[config.mk]
export PLATFORM = sky130hd
export DESIGN_NAME = apu_sqrt
export DESIGN_NICKNAME = d
export VERILOG_FILES = /design/src/apu_sqrt.sv
export SDC_FILE = /design/constraint.sdc
export NUM_CORES = 2
export LEC_CHECK = 0
export BUFFER_PORTS_ARGS = -buffer_cell sky130_fd_sc_hd__buf_2
export CORE_ASPECT_RATIO = 0.8
export CORE_UTILIZATION = 60
export DETAILED_ROUTE_END_ITERATION = 10
export PLACE_DENSITY = 0.8
export SYNTH_ARGS = -nofsm -noshare
export SYNTH_HDL_FRONTEND = slang
export SYNTH_MEMORY_MAX_BITS = 65536
export SYNTH_SLANG_ARGS = --single-unit
[constraint.sdc]
create_clock -name clk -period 3.7 [get_ports clk]
set_input_delay 0.185 -clock clk [delete_from_list [all_inputs] [get_ports clk]]
set_output_delay 0.185 -clock clk [all_outputs]
set_load 0.01 [all_outputs]
[src/apu_sqrt.sv]
// Pipelined 64-bit integer square root, one root bit per stage, with sideband.
module apu_sqrt #(
  parameter int SB_W = 1
) (
  input  logic            clk,
  input  logic            rst_n,
  input  logic            en,
  input  logic            in_valid,
  input  logic [63:0]     in_x,
  input  logic [SB_W-1:0] in_sb,
  output logic            out_valid,
  output logic [31:0]     out_root,
  output logic [SB_W-1:0] out_sb
);

  localparam int STAGES = 32;

  logic            valid_r [STAGES];
  logic [63:0]     x_r     [STAGES];
  logic [33:0]     rem_r   [STAGES];
  logic [31:0]     root_r  [STAGES];
  logic [SB_W-1:0] sb_r    [STAGES];

  for (genvar k = 0; k < STAGES; k++) begin : g_stage
    logic            valid_i;
    logic [63:0]     x_i;
    logic [33:0]     rem_i;
    logic [31:0]     root_i;
    logic [SB_W-1:0] sb_i;
    logic [35:0]     trial;
    logic [35:0]     test;
    logic [35:0]     diff;
    logic            ge;

    if (k == 0) begin : g_first
      assign valid_i = in_valid;
      assign x_i     = in_x;
      assign rem_i   = '0;
      assign root_i  = '0;
      assign sb_i    = in_sb;
    end else begin : g_next
      assign valid_i = valid_r[k-1];
      assign x_i     = x_r[k-1];
      assign rem_i   = rem_r[k-1];
      assign root_i  = root_r[k-1];
      assign sb_i    = sb_r[k-1];
    end

    assign trial = {rem_i, x_i[63:62]};
    assign test  = {2'b00, root_i, 2'b01};
    assign ge    = (trial >= test);
    assign diff  = trial - test;

    always_ff @(posedge clk) begin
      if (!rst_n) begin
        valid_r[k] <= 1'b0;
      end else if (en) begin
        valid_r[k] <= valid_i;
      end
    end

    always_ff @(posedge clk) begin
      if (en) begin
        x_r[k]    <= {x_i[61:0], 2'b00};
        rem_r[k]  <= ge ? diff[33:0] : trial[33:0];
        root_r[k] <= {root_i[30:0], ge};
        sb_r[k]   <= sb_i;
      end
    end
  end

  assign out_valid = valid_r[STAGES-1];
  assign out_root  = root_r[STAGES-1];
  assign out_sb    = sb_r[STAGES-1];

endmodule
==> impl_metrics.csv <==
group,metric,value,unit
clock_network,clk_path_buf_depth,3,
critical_path,endpoint_kind,"flip-flop",
grt,grt_pass1_vias,73100,
yosys,ys_seq_area_share,64.7,%
critical_path,path_class,"reg -> reg",
sta,finalCriticalPeriod,3.56,ns
yosys,synth_ff_type,"edfxtp_1",
grt,track_usage,25.4,%
detailed_routing,routed_wirelength,256000,um
detailed_routing,routed_via_density,5.89,
floorplanning,rows,146,
grt,grt_max_degree,146,
sta,slew_headroom,37.2,%
yosys,ys_warn_count,0,
worst_hold_path,hold_path_class,"in -> reg",
floorplanning,die_w,502,um
floorplanning,ioPinCount,103,
floorplanning,die_y,402,um
yosys,synth_edf_count,2586,
final_layout,layout.nets,10400,
clock_network,h-tree-depth,4,
critical_path,crit_arrival,4.16,ns
sta,final-setup-viol-count,0,
sta,period_share,96.2,%
sta,hold_slack,0.0453,ns
sta,totalNegativeSetupSlack,0,ns
power_and_ir_drop,power,82.5,mW
final_layout,drive_gt1_share,8.48,%
critical_path,cp_cell_sequence,"inv_1 > ha_1 > nor2_1 > a211o_1 > a21o_1 > a21boi_1 > o32a_1 > a21oi_4 > nor4_1 > buf_4 > nand2_1 > xnor2_1",
sta,max_freq,281,MHz
floorplanning,dieArea,202000,um^2
critical_path,crit_path_max_incr_delay,0.48,ns
sta,skew,0.0742,ns
sta,hold_viol_final,0,
yosys,postSynthCellCount,9307,
placed_design,dp.cells,12100,
placed_design,dpl.hpwl,179000,um
grt,grt_pass1_wl,405000,um
critical_path,crit_fanout,20,
yosys,syn_avg_cell_area,12.9,um^2
clock_network,cts_setup_buffers,0,
critical_path,slowest_stage,"edfxtp_1",
detailed_routing,vias,74700,
critical_path,required,4.30,ns
final_layout,area_growth,12.3,%
sta,rsz0062_at_grt,"false",
clock_network,cts.sinks,2587,
clock_network,clockRootBuffer,"clkbuf_16",
floorplanning,initial_core_util,60.5,%
final_layout,diodes,0,
final_layout,final_util,68.0,%
run_status,status,"finished, final reports clean",
yosys,synth_nets,9938,
power_and_ir_drop,p_per_area,612,nW/um^2
placed_design,post-place-ws,0.0474,ns
job,max_cap_viol_count,0,
sta,worst_slew_pin_slew,0.929,ns
critical_path,cp-start-kind,"flip-flop",
floorplanning,core,198000,um^2
yosys,ys_types,91,
detailed_routing,drtIter0Drc,6891,
clock_network,cts_buffers,237,
placed_design,place.gp.congestion,0.922,
placed_design,port_buffers,102,
yosys,synth-seq-cells,2587,
final_layout,final_cell_count_no_fill,12700,
sta,setup_ws,0.141,ns
detailed_routing,route.detailed.drc,0,
clock_network,tritoncts,"built",
detailed_routing,antenna_left,0,
placed_design,placed_cell_area,125000,um^2
clock_network,path_clk_slew,0.07,ns
power_and_ir_drop,peakVddDrop,545,uV
detailed_routing,wl_per_cell,20.2,um
grt,antenna_found_initial,1,
sta,slew_violations,0,
yosys,synthesis.area,120000,um^2
grt,gr-total-overflow,0,
clock_network,insertion_delay,0.90,ns
power_and_ir_drop,p_leak,51.6,nW
final_layout,design_area,135000,um^2
yosys,synth-async-reset-ratio,0,%
detailed_routing,drt_first_pass_iters,6,
synth_stat cells, types with 12 or more instances:
| cell | number | area share [%] |
|---|---|---|
| a31oi_1 | 51 | 0.27 |
| clkbuf_1 | 171 | 0.53 |
| nand4b_1 | 13 | 0.095 |
| a221oi_1 | 12 | 0.088 |
| o21a_1 | 102 | 0.64 |
| nand3b_1 | 28 | 0.18 |
| xor2_1 | 434 | 3.2 |
| o2111ai_1 | 23 | 0.17 |
| or3_1 | 99 | 0.52 |
| nor2_1 | 563 | 1.8 |
| mux2i_1 | 16 | 0.13 |
| mux2_2 | 50 | 0.47 |
| inv_1 | 727 | 2.3 |
| nand2b_1 | 101 | 0.53 |
| a311oi_1 | 15 | 0.11 |
| and4_1 | 24 | 0.18 |
| and2_1 | 30 | 0.16 |
| o21ai_0 | 518 | 2.2 |
| nor4_1 | 109 | 0.57 |
| nor4b_1 | 19 | 0.14 |
| a21oi_1 | 531 | 2.2 |
| or4_1 | 67 | 0.42 |
| o22ai_1 | 13 | 0.068 |
| a21o_1 | 219 | 1.4 |
| nor2b_1 | 85 | 0.44 |
| xnor2_1 | 402 | 2.9 |
| ha_1 | 562 | 5.9 |
| o211ai_1 | 32 | 0.20 |
| edfxtp_1 | 2586 | 65 |
| nand3_1 | 148 | 0.62 |
| o31ai_1 | 72 | 0.45 |
| nand4_1 | 84 | 0.44 |
| or2_2 | 41 | 0.21 |
| a21boi_0 | 25 | 0.16 |
| nor3b_1 | 22 | 0.14 |
| o21bai_1 | 55 | 0.34 |
| a211oi_1 | 46 | 0.29 |
| and3_1 | 80 | 0.42 |
| nand2_1 | 672 | 2.1 |
| a211o_1 | 17 | 0.12 |
| nor3_1 | 257 | 1.1 |
sequential cells by signal (all words and copies together), names as in the netlist:
name / cells
rem_r: 1003
root_r: 528
sb_r: 32
valid_r: 32
x_r: 992
cell usage in the layout (no fill, tap or decap), types with 197 or more instances in the layout:
cell       count
a21oi_1      528
ha_1         562
edfxtp_1    2586
nand2_1      672
inv_1        726
buf_4        197
xor2_1       434
xnor2_1      402
clkbuf_16    237
nor2_1       562
nor3_1       255
a21o_1       218
o21ai_0      516
path summary, 6_finish.rpt:
path         depth (start not counted)           from            end  slack (ns)
max                                 12  root_r[20][1]  rem_r[1][203]        0.14
min                                  2        in_x[7]      x_r[0][7]        0.05
max reg2reg                         12  root_r[20][1]  rem_r[1][203]        0.14
min reg2reg                          0    x_r[0][972]     x_r[1][44]        0.37
where the power goes:
group / switching [mW] / internal (mW)
Clock: 11.2 / 14.3
Combinational: 10.2 / 7.38
Sequential: 2.49 / 37.0
Total: 23.8 / 58.6
per-layer routing:
| layer | share of wire, % | routed length [um] | track usage (%) | vias to the layer above |
|---|---|---|---|---|
| met1 | 44 | 113000 | 36.2 | 36300 |
| met2 | 47 | 121000 | 40.9 | 2462 |
| met4 | 2.6 | 6550 | 6.87 | 0 |
| li1 | - | - | - | 35500 |
| met3 | 6.1 | 15600 | 3.88 | 453 |
| met5 | 0 | 0 | 0 | - |
cell type report:
| class | count | area (um^2) |
|---|---|---|
| flip-flops and latches | 2587 | 77700 |
| fillers | 13700 | 63500 |
| multi-input cells | 5802 | 39100 |
| clock buffers | 267 | 6040 |
| repair buffers | 454 | 3850 |
| well taps | 2664 | 3330 |
| inverters | 729 | 2740 |
| clock inverters | 181 | 2120 |
repair_timing:
action | CTS | global route
gates resized for setup | 1 | 23
gates cloned | 0 | 0
hold endpoints to repair | 158 | 0
hold buffers | 124 | 0
endpoints found under the setup margin | 1 | 82
cells by family (layout without fill, tap and decap cells):
kind of cell	count (synthesis)	count (layout)	synth area share, %
xor gates and xnor gates	836	836	6.10
AOI/OAI and AO/OA	1862	1862	9.64
adders and majority gates	562	562	5.85
DFF	2587	2587	64.7
and+or+nand+nor	2475	2475	10.2
buffers and inverters	918	1631	2.90
muxes	66	66	0.602
other	1	1	0.00312
critical path: cells and delay by family (launching register included):
kind            cells  cell delay (ns)
xor+xnor            1             0.14
flops               1             0.48
simple gates        3             0.47
buf+inv             2             0.29
fa+ha+maj           1             0.42
compound gates      5             1.44
(Power assumes the default switching activity.)
